[src/design/hbm_pkg.sv]
// Package of the heartbeat liveness monitor: widths, codes and sequencer states.
// Used by the top level, the checker; depends on nothing.
package hbm_pkg;

  localparam int NODES_DEF  = 16;
  localparam int WINDOW_DEF = 4;
  localparam int MAX_OUT    = 16;
  localparam int OUT_CNT_W  = 5;

  localparam int TIME_W    = 48;
  localparam int IP_W      = 32;
  localparam int IV_W      = 16;
  localparam int CFG_W     = 48;
  localparam int CFG_IDX_W = 2;
  localparam int ALU_W     = 64;
  localparam int STEP_W    = 6;

  localparam logic [CFG_IDX_W-1:0] CFG_EPOCH_ORIGIN   = 2'd0;
  localparam logic [CFG_IDX_W-1:0] CFG_EPOCH_INTERVAL = 2'd1;
  localparam logic [CFG_IDX_W-1:0] CFG_SELF_ADDRESS   = 2'd2;

  localparam logic ACT_HEARTBEAT = 1'b0;
  localparam logic ACT_TICK      = 1'b1;

  localparam logic [IV_W-1:0] INTERVAL_RST = 16'd1000;

  typedef enum logic [3:0] {
    ST_IDLE,
    ST_HB_SUB,
    ST_HB_DIV,
    ST_HB_NCALC,
    ST_HB_CHECK,
    ST_HB_SCAN,
    ST_HB_APPLY,
    ST_TK_MUL,
    ST_TK_CMP,
    ST_EM_SEL,
    ST_EM_LOAD,
    ST_TK_DONE
  } state_t;

endpackage

[src/design/hbm_ram.sv]
// Generic single-write, single-read RAM with registered read data.
// Depends on nothing.
module hbm_ram #(
  parameter int WIDTH = 32,
  parameter int DEPTH = 16,
  localparam int ADDR_W = (DEPTH > 1) ? $clog2(DEPTH) : 1
) (
  input  logic              clk,
  input  logic              we,
  input  logic [ADDR_W-1:0] waddr,
  input  logic [WIDTH-1:0]  wdata,
  input  logic [ADDR_W-1:0] raddr,
  output logic [WIDTH-1:0]  rdata
);

  logic [WIDTH-1:0] mem [DEPTH];

  always_ff @(posedge clk) begin
    if (we) begin
      mem[waddr] <= wdata;
    end
    rdata <= mem[raddr];
  end

endmodule

[src/design/heartbeat_epoch_liveness_monitor.sv]
// Top level of the heartbeat liveness monitor: sequencer, shared 64-bit adder,
// epoch window and node table. Depends on hbm_pkg and hbm_ram.
//
//   channel | direction | handshake          | payload
//   --------+-----------+--------------------+----------------------------------------
//   in      | request   | in_valid/in_stall  | action, source_ip, beat_time, tick_time
//   out     | result    | out_valid/out_stall| expired_ip, expired_epoch, last
//   cfg     | write     | cfg_write          | cfg_index, cfg_data
//
// A heartbeat runs the bit-serial division by the epoch interval, then searches the
// node table slot by slot for the source address.
// A tick forms the deadline product by shift-add and compares it; if the deadline
// is reached, it loads each expired source, up to MAX_OUT of them, into the output
// register in turn and retires the epoch. A stalled result holds the emission.
// Reset is synchronous; no clearing pass is needed. in_stall is high while one
// request is being worked on; a finished result may wait in the output register.
module heartbeat_epoch_liveness_monitor
  import hbm_pkg::*;
#(
  parameter int NODES        = NODES_DEF,
  parameter int EPOCH_WINDOW = WINDOW_DEF
) (
  input  logic                 clk,
  input  logic                 rst,
  input  logic                 in_valid,
  output logic                 in_stall,
  input  logic                 action,
  input  logic [IP_W-1:0]      source_ip,
  input  logic [TIME_W-1:0]    beat_time,
  input  logic [TIME_W-1:0]    tick_time,
  output logic                 out_valid,
  input  logic                 out_stall,
  output logic [IP_W-1:0]      expired_ip,
  output logic [TIME_W-1:0]    expired_epoch,
  output logic                 last,
  input  logic                 cfg_write,
  input  logic [CFG_IDX_W-1:0] cfg_index,
  input  logic [CFG_W-1:0]     cfg_data
);

  localparam int NODE_W = (NODES > 1) ? $clog2(NODES) : 1;
  localparam int WIN_W  = $clog2(EPOCH_WINDOW);
  localparam logic [NODE_W:0] NODE_CNT = NODE_W'(NODES) == 0 && NODES > 0 ?
                                         (NODE_W+1)'(NODES) : (NODE_W+1)'(NODES);
  localparam logic [WIN_W:0]  WIN_CNT  = (WIN_W+1)'(EPOCH_WINDOW);
  localparam logic [WIN_W-1:0] WIN_LAST = WIN_W'(EPOCH_WINDOW - 1);

  // Sequencer and configuration.
  state_t state, state_next;
  logic [TIME_W-1:0] epoch_origin;
  logic [IV_W-1:0]   epoch_interval;
  logic [IP_W-1:0]   self_address;

  // Operands of the request in flight.
  logic [IP_W-1:0]   op_ip;
  logic [TIME_W-1:0] op_time;

  // Working registers of the shared adder.
  logic [ALU_W-1:0]  acc;
  logic [ALU_W-1:0]  msh;
  logic [IV_W-1:0]   iv_sh;
  logic [TIME_W-1:0] dq;
  logic [IV_W-1:0]   rem;
  logic [STEP_W-1:0] step;
  logic [TIME_W+1:0] n_val;

  // Epoch window.
  logic [NODES-1:0]  members   [EPOCH_WINDOW];
  logic [TIME_W-1:0] tag       [EPOCH_WINDOW];
  logic              tag_valid [EPOCH_WINDOW];
  logic [TIME_W-1:0] next_epoch;
  logic [WIN_W-1:0]  next_slot;

  // Heartbeat insert bookkeeping.
  logic [WIN_W-1:0]  slot_n;
  logic [WIN_W-1:0]  slot_e;
  logic              clear_e;
  logic [NODE_W-1:0] node_idx;
  logic [NODE_W:0]   scan_cnt;
  logic              chk_valid;
  logic [NODE_W-1:0] chk_idx;

  // Expiry emission.
  logic [NODES-1:0]     rem_mask;
  logic [NODE_W-1:0]    emit_idx;
  logic                 emit_last;
  logic [OUT_CNT_W-1:0] out_cnt;

  // Shared adder. For a subtraction the carry out means a >= b.
  logic [ALU_W-1:0] alu_a, alu_b;
  logic             alu_sub;
  logic [ALU_W:0]   alu_sum;
  logic             alu_ge;

  logic [IV_W-1:0] iv_hb;
  logic in_accept, out_free, out_load;

  // Node table port.
  logic              ram_we;
  logic [NODE_W-1:0] ram_raddr;
  logic [IP_W-1:0]   ram_rdata;

  // Derived combinational terms.
  logic [NODES-1:0]  used;
  logic [NODE_W-1:0] first_free;
  logic              any_free;
  logic              match;
  logic              scan_done;
  logic [NODE_W-1:0] low_idx;
  logic [NODES-1:0]  low_onehot;
  logic [NODES-1:0]  rem_clr;
  logic [NODES-1:0]  node_onehot;

  logic [TIME_W+1:0] ne_ext, ne_lim;
  logic              hb_late, hb_full, hb_conflict, hb_go, e_ok;
  logic [WIN_W-1:0]  off;
  logic [WIN_W:0]    slot_sum;
  logic [WIN_W-1:0]  slot_n_c, slot_e_c;
  logic              tick_hit;

  assign in_accept = in_valid && !in_stall;
  assign in_stall  = (state != ST_IDLE);
  assign out_free  = !out_valid || !out_stall;
  assign out_load  = (state == ST_EM_LOAD) && out_free;

  // A zero interval divides as one; the deadline product uses the raw value.
  assign iv_hb = (epoch_interval == '0) ? IV_W'(1) : epoch_interval;

  always_comb begin
    alu_a   = '0;
    alu_b   = '0;
    alu_sub = 1'b0;
    case (state)
      ST_HB_SUB: begin
        alu_a   = ALU_W'(op_time);
        alu_b   = ALU_W'(epoch_origin);
        alu_sub = 1'b1;
      end
      ST_HB_DIV: begin
        alu_a   = ALU_W'({rem, dq[TIME_W-1]});
        alu_b   = ALU_W'(iv_hb);
        alu_sub = 1'b1;
      end
      ST_HB_NCALC: begin
        alu_a = ALU_W'(dq);
        alu_b = ALU_W'(2);
      end
      ST_TK_MUL: begin
        alu_a = acc;
        alu_b = iv_sh[0] ? msh : '0;
      end
      ST_TK_CMP: begin
        alu_a   = ALU_W'(op_time);
        alu_b   = acc;
        alu_sub = 1'b1;
      end
      default: begin
        alu_a = '0;
      end
    endcase
  end

  assign alu_sum = {1'b0, alu_a} + {1'b0, (alu_sub ? ~alu_b : alu_b)}
                 + (ALU_W+1)'(alu_sub);
  assign alu_ge  = alu_sum[ALU_W];

  // A slot is in use while some live epoch still lists it.
  always_comb begin
    for (int i = 0; i < NODES; i++) begin
      used[i] = 1'b0;
      for (int w = 0; w < EPOCH_WINDOW; w++) begin
        used[i] = used[i] | (tag_valid[w] & members[w][i]);
      end
    end
  end

  always_comb begin
    first_free = '0;
    low_idx    = '0;
    for (int i = NODES - 1; i >= 0; i--) begin
      if (!used[i]) begin
        first_free = NODE_W'(i);
      end
      if (rem_mask[i]) begin
        low_idx = NODE_W'(i);
      end
    end
    for (int i = 0; i < NODES; i++) begin
      low_onehot[i]  = (low_idx == NODE_W'(i));
      node_onehot[i] = (node_idx == NODE_W'(i));
    end
  end

  assign any_free  = ~used != '0;
  assign rem_clr   = rem_mask & ~low_onehot;
  assign scan_done = (scan_cnt == NODE_CNT);
  assign match     = chk_valid && used[chk_idx] && (ram_rdata == op_ip);

  // Window checks for the epoch after the heartbeat's epoch. Live tags always lie
  // in the window starting at next_epoch, so their slots follow next_slot in order.
  assign ne_ext      = (TIME_W+2)'(next_epoch);
  assign ne_lim      = ne_ext + (TIME_W+2)'(EPOCH_WINDOW);
  assign hb_late     = n_val < ne_ext;
  assign hb_full     = (n_val[TIME_W+1:TIME_W] != 2'b00) || (n_val >= ne_lim);
  assign off         = n_val[WIN_W-1:0] - next_epoch[WIN_W-1:0];
  assign slot_sum    = {1'b0, next_slot} + {1'b0, off};
  assign slot_n_c    = (slot_sum >= WIN_CNT) ? WIN_W'(slot_sum - WIN_CNT)
                                             : slot_sum[WIN_W-1:0];
  assign slot_e_c    = (slot_n_c == '0) ? WIN_LAST : slot_n_c - WIN_W'(1);
  assign hb_conflict = tag_valid[slot_n_c] && (tag[slot_n_c] != n_val[TIME_W-1:0]);
  assign hb_go       = !hb_late && !hb_full && !hb_conflict;
  assign e_ok        = n_val > ne_ext;
  assign tick_hit    = tag_valid[next_slot] && (tag[next_slot] == next_epoch);

  // Node table: written when a new source takes the first free slot.
  assign ram_we = (state == ST_HB_SCAN) && !match && scan_done && !chk_valid && any_free;

  always_comb begin
    case (state)
      ST_HB_SCAN: ram_raddr = scan_cnt[NODE_W-1:0];
      ST_EM_SEL:  ram_raddr = low_idx;
      default:    ram_raddr = emit_idx;
    endcase
  end

  hbm_ram #(
    .WIDTH(IP_W),
    .DEPTH(NODES)
  ) u_node_ram (
    .clk  (clk),
    .we   (ram_we),
    .waddr(first_free),
    .wdata(op_ip),
    .raddr(ram_raddr),
    .rdata(ram_rdata)
  );

  always_ff @(posedge clk) begin
    if (rst) begin
      state <= ST_IDLE;
    end else begin
      state <= state_next;
    end
  end

  always_comb begin
    state_next = state;
    case (state)
      ST_IDLE: begin
        if (in_accept) begin
          state_next = (action == ACT_TICK) ? ST_TK_MUL : ST_HB_SUB;
        end
      end
      ST_HB_SUB: begin
        state_next = (op_ip == self_address || !alu_ge) ? ST_IDLE : ST_HB_DIV;
      end
      ST_HB_DIV: begin
        if (step == STEP_W'(TIME_W - 1)) begin
          state_next = ST_HB_NCALC;
        end
      end
      ST_HB_NCALC: state_next = ST_HB_CHECK;
      ST_HB_CHECK: state_next = hb_go ? ST_HB_SCAN : ST_IDLE;
      ST_HB_SCAN: begin
        if (match) begin
          state_next = ST_HB_APPLY;
        end else if (scan_done && !chk_valid) begin
          state_next = any_free ? ST_HB_APPLY : ST_IDLE;
        end
      end
      ST_HB_APPLY: state_next = ST_IDLE;
      ST_TK_MUL: begin
        if (step == STEP_W'(IV_W - 1)) begin
          state_next = ST_TK_CMP;
        end
      end
      ST_TK_CMP: state_next = alu_ge ? ST_EM_SEL : ST_IDLE;
      ST_EM_SEL: begin
        if (rem_mask == '0 || out_cnt == OUT_CNT_W'(MAX_OUT)) begin
          state_next = ST_TK_DONE;
        end else begin
          state_next = ST_EM_LOAD;
        end
      end
      ST_EM_LOAD: begin
        if (out_free) begin
          state_next = emit_last ? ST_TK_DONE : ST_EM_SEL;
        end
      end
      ST_TK_DONE: state_next = ST_IDLE;
      default:    state_next = ST_IDLE;
    endcase
  end

  // Configuration and window state.
  always_ff @(posedge clk) begin
    if (rst) begin
      epoch_origin   <= '0;
      epoch_interval <= INTERVAL_RST;
      self_address   <= '0;
      next_epoch     <= TIME_W'(1);
      next_slot      <= WIN_W'(1);
      out_valid      <= 1'b0;
      for (int w = 0; w < EPOCH_WINDOW; w++) begin
        members[w]   <= '0;
        tag[w]       <= '0;
        tag_valid[w] <= 1'b0;
      end
    end else begin
      if (cfg_write) begin
        case (cfg_index)
          CFG_EPOCH_ORIGIN:   epoch_origin   <= cfg_data[TIME_W-1:0];
          CFG_EPOCH_INTERVAL: epoch_interval <= cfg_data[IV_W-1:0];
          CFG_SELF_ADDRESS:   self_address   <= cfg_data[IP_W-1:0];
          default: ;
        endcase
      end
      if (out_load) begin
        out_valid <= 1'b1;
      end else if (out_valid && !out_stall) begin
        out_valid <= 1'b0;
      end
      if (state == ST_HB_APPLY) begin
        if (clear_e) begin
          members[slot_e][node_idx] <= 1'b0;
        end
        if (!tag_valid[slot_n]) begin
          tag_valid[slot_n] <= 1'b1;
          tag[slot_n]       <= n_val[TIME_W-1:0];
          members[slot_n]   <= node_onehot;
        end else begin
          members[slot_n][node_idx] <= 1'b1;
        end
      end
      if (state == ST_TK_DONE) begin
        tag_valid[next_slot] <= 1'b0;
        members[next_slot]   <= '0;
        tag[next_slot]       <= '0;
        next_epoch           <= next_epoch + TIME_W'(1);
        // The epoch counter wraps to zero, whose slot is zero.
        if (next_epoch == '1 || next_slot == WIN_LAST) begin
          next_slot <= '0;
        end else begin
          next_slot <= next_slot + WIN_W'(1);
        end
      end
    end
  end

  // Datapath registers of the request in flight.
  always_ff @(posedge clk) begin
    if (rst) begin
      chk_valid <= 1'b0;
    end else begin
      chk_valid <= (state == ST_HB_SCAN) && !scan_done && !match;
    end
    chk_idx <= scan_cnt[NODE_W-1:0];
    case (state)
      ST_IDLE: begin
        op_ip   <= source_ip;
        op_time <= (action == ACT_TICK) ? tick_time : beat_time;
        acc     <= ALU_W'(epoch_origin);
        msh     <= ALU_W'(next_epoch);
        iv_sh   <= epoch_interval;
        step    <= '0;
      end
      ST_HB_SUB: begin
        dq   <= alu_sum[TIME_W-1:0];
        rem  <= '0;
        step <= '0;
      end
      ST_HB_DIV: begin
        rem  <= alu_ge ? alu_sum[IV_W-1:0] : {rem[IV_W-2:0], dq[TIME_W-1]};
        dq   <= {dq[TIME_W-2:0], alu_ge};
        step <= step + STEP_W'(1);
      end
      ST_HB_NCALC: begin
        n_val <= alu_sum[TIME_W+1:0];
      end
      ST_HB_CHECK: begin
        slot_n   <= slot_n_c;
        slot_e   <= slot_e_c;
        clear_e  <= e_ok && tag_valid[slot_e_c];
        scan_cnt <= '0;
      end
      ST_HB_SCAN: begin
        if (match) begin
          node_idx <= chk_idx;
        end else if (scan_done) begin
          node_idx <= first_free;
        end else begin
          scan_cnt <= scan_cnt + (NODE_W+1)'(1);
        end
      end
      ST_TK_MUL: begin
        acc   <= alu_sum[ALU_W-1:0];
        msh   <= {msh[ALU_W-2:0], 1'b0};
        iv_sh <= {1'b0, iv_sh[IV_W-1:1]};
        step  <= step + STEP_W'(1);
      end
      ST_TK_CMP: begin
        rem_mask <= tick_hit ? members[next_slot] : '0;
        out_cnt  <= '0;
      end
      ST_EM_SEL: begin
        emit_idx  <= low_idx;
        rem_mask  <= rem_clr;
        emit_last <= (rem_clr == '0) || (out_cnt == OUT_CNT_W'(MAX_OUT - 1));
      end
      ST_EM_LOAD: begin
        if (out_free) begin
          expired_ip    <= ram_rdata;
          expired_epoch <= next_epoch;
          last          <= emit_last;
          out_cnt       <= out_cnt + OUT_CNT_W'(1);
        end
      end
      default: ;
    endcase
  end

endmodule

[config.mk]
export PLATFORM = sky130hd
export DESIGN_NAME = heartbeat_epoch_liveness_monitor
export DESIGN_NICKNAME = d
export VERILOG_FILES = /design/src/design/hbm_pkg.sv /design/src/design/hbm_ram.sv /design/src/design/heartbeat_epoch_liveness_monitor.sv
export SDC_FILE = /design/constraint.sdc
export NUM_CORES = 2
export LEC_CHECK = 0
export ABC_AREA = 1
export BUFFER_PORTS_ARGS = -buffer_cell sky130_fd_sc_hd__buf_2
export CAP_MARGIN = 40
export CORE_ASPECT_RATIO = 0.9
export CORE_UTILIZATION = 30
export DETAILED_ROUTE_END_ITERATION = 7
export GPL_ROUTABILITY_DRIVEN = 0
export SYNTH_ARGS = -nofsm -noshare
export SYNTH_HDL_FRONTEND = slang
export SYNTH_SLANG_ARGS = --single-unit
[constraint.sdc]
create_clock -name clk -period 8.2 [get_ports clk]
set_clock_uncertainty 0.15 [all_clocks]
set_input_delay 0.41 -clock clk [delete_from_list [all_inputs] [get_ports clk]]
set_output_delay 0.41 -clock clk [all_outputs]
set_load 0.005 [all_outputs]
==> results.sh <==
export IMPL_netlist_area_leader_share_pct=50.1
export IMPL_clkTransAtPathRegs_ns=0.06
export IMPL_hold_violations=0
export IMPL_cts_buffers=148
export IMPL_crit_path_end_kind="flip-flop"
export IMPL_die_y_um=474
export IMPL_ys_ff_latch=1429
export IMPL_fmax_mhz=165
export IMPL_core_area_um2=245000
export IMPL_route_vias_total=61700
export IMPL_worst_slew_pin_transition_ns=1.24
export IMPL_cts_sinks=1429
export IMPL_critPathLaunch="state[1]$_SDFFE_PP0P_"
export IMPL_cap_viol_max_count=0
export IMPL_worstPathRequired_ns=8.72
export IMPL_wirelength_mm=255
export IMPL_failed_checks="DRC"
export IMPL_async_flop_share_pct=0
export IMPL_post_route_drc_count=13
export IMPL_power_mw=23.2
export IMPL_drt_vias_per_instance=5.14
export IMPL_die_w_um=526
export IMPL_drive_gt1_share_pct=8.69
export IMPL_first_global_vias=58000
export IMPL_timing_hold_ws_ns=0.0763
export IMPL_status="finished with violations"
export IMPL_worstSetupPathType="reg -> reg"
export IMPL_synth_edff_count=1237
export IMPL_crit_arrival_ns=6.58
export IMPL_route_antenna_remaining_nets=0
export IMPL_cts_root_buf="clkbuf_16"
export IMPL_drt_iter0_drc=7360
export IMPL_dieArea_um2=249000
export IMPL_clock_latency_ns=0.80
export IMPL_synth_nets=8681
export IMPL_synthCells=8327
export IMPL_track_usage_pct=19.9
export IMPL_placed_area_um2=79300
export IMPL_finish_instance_area_um2=86100
export IMPL_max_slew_margin_rel_pct=17.1
export IMPL_setup_violations_final=0
export IMPL_leakagePower_nw=34.3
export IMPL_rows=172
export IMPL_layout_nets=9007
export IMPL_r2r_start="state[1]$_SDFFE_PP0P_"
export IMPL_grt_antenna_before_repair=30
export IMPL_syn_area_um2=74100
export IMPL_cts_tree="built"
export IMPL_synthToLayoutAreaGrowth_pct=16.1
export IMPL_hpwl_mm=173
export IMPL_slew_violations=0
export IMPL_netlist_top_cells_area="edfxtp_1 50%, nand2_1 9.0%, inv_1 5.7%"
export IMPL_cts_buffer_depth=3
export IMPL_layout_commonest_cell="nand2_1"
export IMPL_critPathMaxFanout=31
export IMPL_final_cell_mix="1,778 x nand2_1, 1,237 x edfxtp_1, 1,113 x inv_1, 774 x nand3_1, 714 x nor2_1"
export IMPL_seq_area_frac_synth_pct=55.3
export IMPL_grt_max_degree=202
export IMPL_synth_top_cell_by_area="edfxtp_1"
export IMPL_overflow=0
export IMPL_grt_pass1_wl_mm=374
export IMPL_fillers=24700
export IMPL_syn_avg_cell_area_um2=8.90
export IMPL_ys_warn_count=0
export IMPL_hold_start="out_stall"
export IMPL_port_buffer_count=266
export IMPL_ys_types=67
export IMPL_hp_class="in -> reg"
export IMPL_crit_path_start_kind="flip-flop"
export IMPL_drt_wirelength_per_cell_um=21.2
export IMPL_p_per_area_nw_per_um2=270
export IMPL_start_util_pct=30.3
export IMPL_htree_levels=4
export IMPL_synth_flop_cell="edfxtp_1"
export IMPL_cts_resized=0
export IMPL_ir_drop_mv=0.218
export IMPL_fin_crit_ns=6.06
export IMPL_fin_crit_sh_pct=73.9
export IMPL_rsz0062_at_grt="no"
export IMPL_ioPinCount=267
export IMPL_tns_ns=0
export IMPL_dr_pass1_iters=8
-- area by class of cell --
class	instances	area, µm²	share of cell area (%)
inverter	1151	4330	5.04
clock buffer	201	4230	4.92
antenna	3	7.51	0.00872
clock inverter	72	726	0.843
multi-input combinational	5362	27400	31.8
timing repair buffer	561	4350	5.06
tap	3219	4030	4.68
sequential	1429	41000	47.6
-- cells in the mapped netlist (10+ instances only) --
cell          n
o22ai_2      12
xor2_1      149
o21a_1       25
buf_4        19
nor4_1       28
a211oi_1     10
a32o_1       12
dfxtp_1     192
a31oi_1      37
nand3_1     776
a22o_1       14
inv_2        24
a21oi_1     383
a22oi_1      46
nor2_1      736
inv_1      1117
o211ai_1     50
nand2_1    1785
nand4_1      55
o21ai_0     692
buf_1        39
a41o_1       13
o22ai_1      44
clkbuf_1    198
o2111ai_1    15
edfxtp_1   1237
nand3b_1     99
nand2_2      19
buf_2       124
ha_1        168
xnor2_1      24
nor3_1       66
-- repair_timing --
item / in CTS / in global routing
hold buffers: 176 / 0
setup buffers: 0 / 0
hold endpoints to repair: 176 / 0
-- where the power goes --
group,internal [mW],switching [mW]
clock network,3.95,2.99
registers,9.55,0.752
logic,1.66,4.34
total,15.2,8.08
-- state kept, by name (all words and copies together) (netlist names), 32 cells and up, named ones only --
register          count
epoch_origin         48
self_address         32
acc                  64
op_ip                32
u_node_ram.mem      512
op_time              48
expired_ip           32
n_val                50
dq                   48
next_epoch           48
tag                 192
u_node_ram.rdata     32
expired_epoch        48
msh                  64
members              64
-- worst max-delay path, stage by stage (launching register included) --
cell	delay (ns)
dfxtp_1	0.52
nor2_2	0.11
nand2_1	0.08
buf_4	0.33
nand3_2	0.59
inv_2	0.77
xor2_1	0.24
fa_1	0.51
inv_1	0.13
nand3_1	0.07
nand2_1	0.20
a31oi_1	0.14
o21ai_0	0.39
nand3_1	0.13
nand2_1	0.20
nand3_1	0.11
nand2_2	0.42
nand2_2	0.37
a22o_1	0.34
inv_1	0.06
-- cell families after synthesis --
family	synth area share [%]
AOI/OAI and AO/OA	10.5
adders and majority gates	2.89
and+or+nand+nor	21.0
buffers and inverters	8.13
xor gates and xnor gates	2.15
DFF	55.3
muxes	0.0135
-- per-layer routing --
| metal | global-route usage, % | wire, µm | up-vias | share of wire (%) |
|---|---|---|---|---|
| met3 | 3.65 | 23900 | 511 | 9.4 |
| met5 | 0.309 | 133 | - | 0.052 |
| met1 | 26.3 | 104000 | 29400 | 41 |
| li1 | - | - | 28700 | - |
| met4 | 8.85 | 11700 | 6 | 4.6 |
| met2 | 31.7 | 115000 | 3093 | 45 |
-- worst paths after layout --
path                                   end  slack, ns  depth (start not counted)
max                  rem[15]$_SDFFCE_PN0P_       2.14                         19
min                  state[3]$_SDFFE_PP0P_       0.08                          5
max reg2reg          rem[15]$_SDFFCE_PN0P_       2.14                         19
min reg2reg  self_address[17]$_SDFFE_PP0P_       0.31                          2
-- per-stage QoR --
step | utilization, % | instances | setup slack [ns]
2_1_floorplan | - | 8327 | 1.24
3_3_place_gp | 32.2 | 11500 | 2.10
3_5_place_dp | 32.4 | 11500 | 2.45
4_1_cts | 35.1 | 12000 | 2.42
5_1_grt | 35.1 | 12000 | 2.04
6_report | 35.1 | 12000 | 2.14
Note: power is estimated with default switching activity, not from simulation.
